==> config.mk <==
export PLATFORM = sky130hd
export DESIGN_NAME = hof_ctrl
export DESIGN_NICKNAME = d
export VERILOG_FILES = /design/src/rtl/hof_pkg.sv /design/src/rtl/hof_ctrl.sv
export SDC_FILE = /design/constraint.sdc
export NUM_CORES = 1
export LEC_CHECK = 0
export BUFFER_PORTS_ARGS = -buffer_cell sky130_fd_sc_hd__buf_2
export CORE_AREA = 8 8 45 47
export CTS_BUF_LIST = sky130_fd_sc_hd__clkbuf_4
export CTS_CLUSTER_DIAMETER = 80
export DETAILED_ROUTE_END_ITERATION = 10
export DIE_AREA = 0 0 53 55
export PLACE_DENSITY = 0.64
export SLEW_MARGIN = 20
export SYNTH_ARGS = -nofsm -noshare
export SYNTH_HDL_FRONTEND = slang
export SYNTH_SLANG_ARGS = --single-unit
export TNS_END_PERCENT = 50
==> constraint.sdc <==
create_clock -name clk -period 1.8 [get_ports clk]
set_input_delay 0.09 -clock clk [delete_from_list [all_inputs] [get_ports clk]]
set_output_delay 0.09 -clock clk [all_outputs]
set_load 0.03 [all_outputs]
==> src/rtl/hof_pkg.sv <==
package hof_pkg;

	localparam int MaxWindow = 11;
	localparam int MinHeld = 3;
	localparam int DefaultWindow = 7;
	localparam int SampleW = 32;

	typedef enum logic [1:0] {
		REG_ENABLE    = 2'd0,
		REG_WINDOW    = 2'd1,
		REG_THRESHOLD = 2'd2,
		REG_SCALE     = 2'd3
	} reg_idx_t;

	typedef enum logic [3:0] {
		ST_IDLE,
		ST_STORE,
		ST_LOAD1,
		ST_SORT1,
		ST_MED,
		ST_LOAD2,
		ST_SORT2,
		ST_MAD,
		ST_MUL1,
		ST_MUL2,
		ST_DECIDE,
		ST_DONE
	} state_t;

	typedef struct packed {
		logic store;
		logic load_samples;
		logic load_devs;
		logic sort_step;
		logic take_med;
		logic take_mad;
		logic mul1;
		logic mul2;
		logic decide;
	} cmd_t;

	typedef struct packed {
		logic enabled;
		logic few;
		logic sort_done;
	} status_t;

endpackage

==> src/rtl/hof_ctrl.sv <==
module hof_ctrl
	import hof_pkg::*;
(
	input  logic    clk,
	input  logic    arst_n,
	input  logic    in_fire,
	input  logic    out_fire,
	input  status_t status,
	output cmd_t    cmd,
	output logic    busy,
	output logic    result_valid
);

	state_t state_q, state_next;

	always_ff @(posedge clk or negedge arst_n) begin
		if (!arst_n) state_q <= ST_IDLE;
		else state_q <= state_next;
	end

	always_comb begin
		state_next = state_q;
		unique case (state_q)
			ST_IDLE:   if (in_fire) state_next = ST_STORE;
			ST_STORE:  state_next = (!status.enabled) ? ST_DONE : ST_LOAD1;
			ST_LOAD1:  state_next = status.few ? ST_DONE : ST_SORT1;
			ST_SORT1:  if (status.sort_done) state_next = ST_MED;
			ST_MED:    state_next = ST_LOAD2;
			ST_LOAD2:  state_next = ST_SORT2;
			ST_SORT2:  if (status.sort_done) state_next = ST_MAD;
			ST_MAD:    state_next = ST_MUL1;
			ST_MUL1:   state_next = ST_MUL2;
			ST_MUL2:   state_next = ST_DECIDE;
			ST_DECIDE: state_next = ST_DONE;
			ST_DONE:   if (out_fire) state_next = ST_IDLE;
			default:   state_next = ST_IDLE;
		endcase
	end

	always_comb begin
		cmd = '0;
		unique case (state_q)
			ST_STORE:  cmd.store = 1'b1;
			ST_LOAD1:  cmd.load_samples = 1'b1;
			ST_SORT1:  cmd.sort_step = 1'b1;
			ST_MED:    cmd.take_med = 1'b1;
			ST_LOAD2:  cmd.load_devs = 1'b1;
			ST_SORT2:  cmd.sort_step = 1'b1;
			ST_MAD:    cmd.take_mad = 1'b1;
			ST_MUL1:   cmd.mul1 = 1'b1;
			ST_MUL2:   cmd.mul2 = 1'b1;
			ST_DECIDE: cmd.decide = 1'b1;
			default:   ;
		endcase
	end

	assign busy = (state_q != ST_IDLE);
	assign result_valid = (state_q == ST_DONE);

endmodule

# ---- Word level (Yosys, flattened, before mapping)
# Cells that the tools add are included.
dict set report totals {
  wordCells 36
  memories 0
  latch_bits 0
  ram_bits 0
  regBits 4
  out_inout_bits 11
  romBits 0
  in_bits 7
}
dict set report op_classes {
  shifts 0
  bitwise_logic 0
  n_eq_ne 15
  reduce_logical 4
  div_mod_pow 0
  n_lt_le_gt_ge 0
  n_mul 0
  muxes 16
  n_addsub 0
}
# op n
set ops {}
lappend ops {{$pmux 4 s12} 1}
lappend ops {{$mux 4} 6}
lappend ops {{$eq 4x3->1 const B} 4}
lappend ops {{$eq 4x4->1 const B} 4}
lappend ops {{$mux 1} 9}
lappend ops {{$eq 4x2->1 const B} 2}
lappend ops {{$ne 2x2->1 const B} 4}
lappend ops {{$eq 4x1->1 const B} 1}
lappend ops {{$logic_not 4->1} 1}
lappend ops {{$reduce_and 4->1} 1}
lappend ops {{$reduce_bool 4->1} 1}
lappend ops {{$reduce_or 2->1} 1}

# ---- Logic depth before layout (Yosys ltp)
# Gate-level depths: netlist of the first run.
dict set report depth {
  word_depth 3
  mapped_depth 5
  ltp_nobuf 4
}

# ---- Least setup slack after synthesis of the first run
# No wires, ideal clock.
dict set report synth_path {
  path_kind {reg2out}
  from {register state_q[1]}
  to {output port cmd[7] (netlist name)}
  n_path_buf 1
  arrival_ps 1405
  slack_ps 305
  path_stages_with_launch 4
  required_ps 1710
  cell_sequence {dfrtp_1 buf_6 or2b_2 nor3_1}
}
# element line_no
set synth_lines {}
lappend synth_lines {{start: declaration} hof_ctrl.sv:14} ;# state_t state_q, state_next;
lappend synth_lines {{start signal: assignment} hof_ctrl.sv:18} ;# else state_q <= state_next;
lappend synth_lines {{end: declaration} hof_ctrl.sv:9} ;# output cmd_t cmd,

# ---- Final worst setup path of the first run
dict set report layout_path {
  from {register state_q[0]}
  to {output port busy}
}
dict set report layout_between {
  elab_chain_cells 1
}
# element line_no
set layout_rtl {}
lappend layout_rtl {{$reduce_bool 4->1} hof_ctrl.sv:57} ;# assign busy = (state_q != ST_IDLE);
lappend layout_rtl {{end: declaration} hof_ctrl.sv:10} ;# output logic busy,
# Every way passes these cells.

==> results.toml, run 1 <==
[grt]
grt_max_degree = 16
gr-total-overflow = 0
gr-usage-all-layers_pct = 7.444
antenna_found_initial = 0
grt_pass1_wl_mm = 1.669
grt_pass1_vias = 374

[cts]
h-tree-depth = 1
clockBufferDepth = 2
clock-sinks = 4
cts_buffers = 3
cts_root_buf = "clkbuf_4"
cts_setup_buffers = 0
cts_resized = 0
clock_latency_ns = 0.23
path_clk_slew_ns = 0.04
cts_tree = "done"

[status]
status = "completed"

[synth]
yosysTopAreaCell = "dfrtp_1"
yosys_warnings = 0
synth_compound_area_share_pct = 21.50
synth.top_cell.area_share_pct = 26.06
postSynthNetCount = 54
postSynthRegisterBits = 4
ys_top_cells_by_area = "dfrtp_1 26%, buf_6 8.8%, nor3_1 7.8%"
synth.distinct_cells = 26
synth_fa_ha_area_share_pct = 0
synth_xor_xnor_area_share_pct = 2.280
synth_top_flop_cell = "dfrtp_1"
syn_area_sq_um = 384.1
yosys-mux-area-fraction_pct = 0
ys_top_cells_by_count = "6 x nor2_1, 6 x nor3_1, 4 x dfrtp_1"
avgSynthCellArea_sq_um = 8.173
synth_top_family_by_area = "simple AND/OR/NAND/NOR gates"
ys_seq_area_share_pct = 26.06
synth_edf_count = 0
ys_async_sr_fraction_pct = 100.0
syn_inst = 47
synthSimpleGateAreaFrac_pct = 38.44

[worst_setup_path]
endpoint_kind = "output port"
r2r_start = "state_q[1]"
reg2regPathDepth = 4
cp_slowest_cell = "or4_1"
slowest_delay_ns = 0.50
cp_max_fo = 13
cp-startpoint = "state_q[0]"
r2r_setup_slack_ns = 0.32
critPathKind = "flip-flop to output port"
worstPathCellList = "buf_4 > or4_1 > buf_2"
timing.rr.end = "state_q[0]"
cp.required_ns = 1.71
arrival_ns = 1.48
startpoint_type = "flip-flop"
cp-endpoint = "busy"

[drt]
wl_per_cell_um = 12.98
drtAntennaViolNets = 0
via_per_inst = 5.000
routed.top_layer = "met3"
drt_iter0_drc = 8
vias = 410
drc = 0
wl_met2_um = 526
met3_length_um = 54
wl_met1_um = 483
drtPass1Iterations = 4
wl_mm = 1.064

[layout]
drive_gt1_share_pct = 40.91
largest_register_ff_count = 4
diodes = 0
top_register = "state_q"
top_regs = "state_q (4)"
fin_nets = 75
design_area_sq_um = 495.5
area_delta_synth_final_pct = 28.99

[die]
die_area_sq_um = 2915
core_sq_um = 1384
rows = 14
io_pins = 18
chipWidth_um = 53
die_height_um = 55
start_util_pct = 27.76

[power]
ir_worst_vdd_mv = 0.4756
p_leak_nw = 0.2369
powerDensity_nw_per_um2 = 2135

[timing]
clock.fmax_mhz = 638.1
worstMarginPinSlew_ns = 0.4884
hold_viol = 0
period_minus_slack_ns = 1.567
relSlewSlack_pct = 67.44
fin_setup_tns_ns = 0
rsz0062_at_grt = "false"
fin_skew_ns = 0.002460
setup_violations = 0
final_max_slew_viol_count = 0
timing.final.crit_share_pct = 87.07

[worst_hold_path]
hold_class = "primary input to asynchronous set/reset pin"

[placed_design]
routabilityCongestion = 0.8099
io_buffers = 17
placed_cell_area_sq_um = 462.9
hpwl_um = 827.7

[job]
max-cap-violations = 0
[kinds of logic (layout without fill, tap and decap cells)]
family | count (synthesis) | count (layout)
flip-flops | 4 | 4
AND/OR/NAND/NOR | 26 | 26
buffers and inverters | 5 | 24
XOR/XNOR | 1 | 1
AO/OA/AOI/OAI | 11 | 11
[layout make-up]
type,instances,area [sq um]
repair buffers,20,110.1
well taps,16,20.02
inverters,1,3.754
multi-input cells,38,239.0
fillers,153,888.4
flip-flops and latches,4,100.1
clock buffers,3,22.52
[through the flow]
stage | util (%) | setup WS (ns) | power (mW) | hold WS (ns) | instances
after floorplan | - | 0.3047 | 0.8267 | -0.2056 | 47
after global placement | 33.45 | 0.3512 | 0.9387 | -0.1008 | 78
after detailed placement | 33.45 | 0.3185 | 0.9530 | -0.09913 | 78
after CTS | 35.80 | 0.2318 | 1.068 | 0.1884 | 82
after global routing | 35.80 | 0.09726 | 1.142 | 0.2059 | 82
final | 35.80 | 0.2328 | 1.058 | 0.1989 | 82
[where the power goes]
| group | total [mW] | switching (mW) | leakage (nW) | internal (mW) |
|---|---|---|---|---|
| clock | 0.108 | 0.0333 | 0.0138 | 0.0744 |
| combinational | 0.736 | 0.470 | 0.174 | 0.266 |
| sequential | 0.214 | 0.0773 | 0.0487 | 0.137 |
[metal layers]
layer	GRT usage, %	up-vias
li1	-	213
met1	8.702	189
met2	11.91	8
met3	1.604	0
met4	5.172	0
met5	0	-
[how the worst min path moves through the flow]
| stage | to | slack, ns | from | cells past startpoint |
|---|---|---|---|---|
| 5_1_grt | state_q[2] | 0.21 | arst_n | 2 |
| 4_1_cts | state_q[0] | 0.19 | arst_n | 2 |
| 6_report | state_q[0] | 0.20 | arst_n | 2 |
| 3_3_place_gp | state_q[0] | -0.10 | arst_n | 1 |
| 2_1_floorplan | state_q[0] | -0.21 | arst_n | 0 |
| 3_5_place_dp | state_q[3] | -0.1 | arst_n | 1 |
[cells in the final DEF, fill, tap and decap left out]
cell type	instances
nor3b_1	1
or4_4	1
buf_2	17
or4_1	1
a21oi_1	2
clkbuf_4	3
o21ai_2	1
nand2_1	3
nor4_1	2
a21oi_4	1
inv_1	1
buf_4	2
nor2b_1	1
a211o_2	1
nor4b_1	1
nand2b_1	2
o31ai_1	1
nor3_1	6
o21ai_0	2
o21ai_1	1
dfrtp_1	4
o22ai_1	1
a22o_1	1
xnor2_1	1
dlygate4sd3_1	1
or2b_2	1
nor2_1	6
nand4b_1	1
[worst max-delay path: cells and delay by family, from the launching register on]
family        cells  cell delay (ns)
flops             1             0.37
buf+inv           2             0.37
simple gates      1             0.50
[repair_timing]
action                                  CTS  global route
hold endpoints to repair                  4             0
hold buffers                              1             0
endpoints found under the setup margin    0             0
(Power assumes the default switching activity.)
==> run 2: changes to the inputs <==
--- a/config.mk
+++ b/config.mk
@@ -5,13 +5,13 @@
 export SDC_FILE = /design/constraint.sdc
 export NUM_CORES = 1
 export LEC_CHECK = 0
-export BUFFER_PORTS_ARGS = -buffer_cell sky130_fd_sc_hd__buf_2
 export CORE_AREA = 8 8 45 47
 export CTS_BUF_LIST = sky130_fd_sc_hd__clkbuf_4
 export CTS_CLUSTER_DIAMETER = 80
 export DETAILED_ROUTE_END_ITERATION = 10
 export DIE_AREA = 0 0 53 55
-export PLACE_DENSITY = 0.64
+export DONT_BUFFER_PORTS = 1
+export PLACE_DENSITY = 0.52
 export SLEW_MARGIN = 20
 export SYNTH_ARGS = -nofsm -noshare
 export SYNTH_HDL_FRONTEND = slang
==> run 2 against run 1 <==
Effect of this change: first-iteration DRC count grew 100%; power grew 1.9%; sequential share of layout area grew 0.42 points; clock skew fell by 0.0023 ns; register-to-register slack lost 0.02 ns; worst setup slack better by 0.0083 ns; utilization is 0.72 points lower; sequential power up 8%; clock power hardly changed; worst hold slack lost 0.12 ns; clock-buffer cell count stayed put; die area did not move; highest routed layer unchanged.
==> results.toml, run 2 (same netlist as run 1, synthesis figures left out) <==
[die]
die_area_sq_um = 2915
io_pins = 18
start_util_pct = 27.76
chipWidth_um = 53
core_sq_um = 1384
die_height_um = 55
rows = 14

[drt]
drc = 0
wl_met2_um = 577
wl_per_cell_um = 13.47
drtPass1Iterations = 4
vias = 399
routed.top_layer = "met3"
met3_length_um = 75
via_per_inst = 5.320
drt_iter0_drc = 16
wl_met1_um = 357
wl_mm = 1.010
drtAntennaViolNets = 0

[timing]
fin_skew_ns = 0.0001492
setup_violations = 0
period_minus_slack_ns = 1.559
rsz0062_at_grt = "false"
final_max_slew_viol_count = 0
worstMarginPinSlew_ns = 0.4979
clock.fmax_mhz = 641.5
hold_viol = 0
fin_ws_ns = 0.2411
relSlewSlack_pct = 66.81
timing.final.crit_share_pct = 86.61
fin_setup_tns_ns = 0

[placed_design]
routabilityCongestion = 0.7441
hpwl_um = 800.3
placed_cell_area_sq_um = 452.9
io_buffers = 0
dp.cells = 71
place_worst_setup_slack_ns = 0.3000

[worst_setup_path]
r2r_setup_slack_ns = 0.30
path_delay_family = "simple AND/OR/NAND/NOR gates"
endpoint_kind = "output port"
reg2regPathDepth = 4
timing.rr.end = "state_q[0]"
slowest_delay_ns = 0.69
cp_slowest_cell = "or4_1"
r2r_start = "state_q[1]"
critPathKind = "flip-flop to output port"
worstPathCellList = "buf_4 > or4_1"
arrival_ns = 1.47
path_buf_inv = 1
cp_max_fo = 13
startpoint_type = "flip-flop"
cp.required_ns = 1.71

[layout]
top_register = "state_q"
final_common_cell = "buf_4"
drive_gt1_share_pct = 33.90
seq_area_sq_um = 100.1
fin_nets = 68
design_area_sq_um = 485.5
diodes = 0
top_regs = "state_q (4)"
largest_register_ff_count = 4
area_delta_synth_final_pct = 26.38
final_cell_mix = "12 x buf_4, 6 x nor2_1, 6 x nor3_1"
n_fill_cell = 149
multiInputGateArea_sq_um = 239.0
instances_no_fill = 75

[power]
powerDensity_nw_per_um2 = 2219
p_leak_nw = 0.2109
ir_worst_vdd_mv = 0.5271

[grt]
antenna_found_initial = 0
gr-total-overflow = 0
grt_pass1_wl_mm = 1.642
grt_pass1_vias = 349
gr-usage-all-layers_pct = 7.284
grt_max_degree = 16

[cts]
clock_latency_ns = 0.23
cts_buffers = 3
clock-sinks = 4
clockBufferDepth = 2
path_clk_slew_ns = 0.04
cts_tree = "done"
h-tree-depth = 1
cts_root_buf = "clkbuf_4"
cts_setup_buffers = 0

[worst_hold_path]
hp-start = "status[0]"
holdPathEnd = "state_q[1]"
hold_class = "primary input to flip-flop"
hold_path_depth = 3

[status]
status = "completed"

[job]
max-cap-violations = 0
[run 2: final cells by class]
cell class	instances	share of cell area, %
inverters	1	0.7732
clock buffers	3	4.639
flip-flops and latches	4	20.62
well taps	16	4.124
multi-input cells	38	49.23
repair buffers	13	20.62
[run 2: worst max-delay path by stage]
stage	slack (ns)	depth (start not counted)	startpoint	endpoint
2_1_floorplan	0.30	3	state_q[1]	cmd[7]
3_3_place_gp	0.34	4	state_q[2]	state_q[0]
3_5_place_dp	0.30	4	state_q[1]	state_q[0]
4_1_cts	0.22	2	state_q[0]	busy
5_1_grt	0.14	3	state_q[2]	cmd[4]
6_report	0.24	2	state_q[0]	busy
[run 2: tightest hold or removal path: stages]
cell and delay, ns:
nor3_1 0.02, o21ai_1 0.10, nand2_1 0.05
[run 2: repair_timing]
action / in CTS / in global routing
setup endpoints to repair: 0 / 0
hold endpoints to repair: 4 / 0
hold buffers: 1 / 0
resized for setup: 0 / 0
[run 2: power breakdown]
group | switching (mW) | total [mW] | internal (mW)
Combinational | 0.441 | 0.736 | 0.294
Clock | 0.0350 | 0.110 | 0.0745
Sequential | 0.0954 | 0.232 | 0.137
Total | 0.572 | 1.08 | 0.506
[run 2: stage by stage]
stage | hold slack, ns | utilization (%) | power (mW)
4_1_cts | 0.07458 | 35.08 | 1.094
2_1_floorplan | -0.2056 | - | 0.8267
5_1_grt | 0.09352 | 35.08 | 1.162
3_3_place_gp | -0.2054 | 32.73 | 0.9737
6_report | 0.07929 | 35.08 | 1.077
3_5_place_dp | -0.2055 | 32.73 | 0.9742
[run 2: routing by layer]
metal	vias to the layer above	GRT usage, %
li1	196	-
met1	192	8.563
met2	11	12.11
met3	0	2.406
met4	0	2.586
met5	-	0
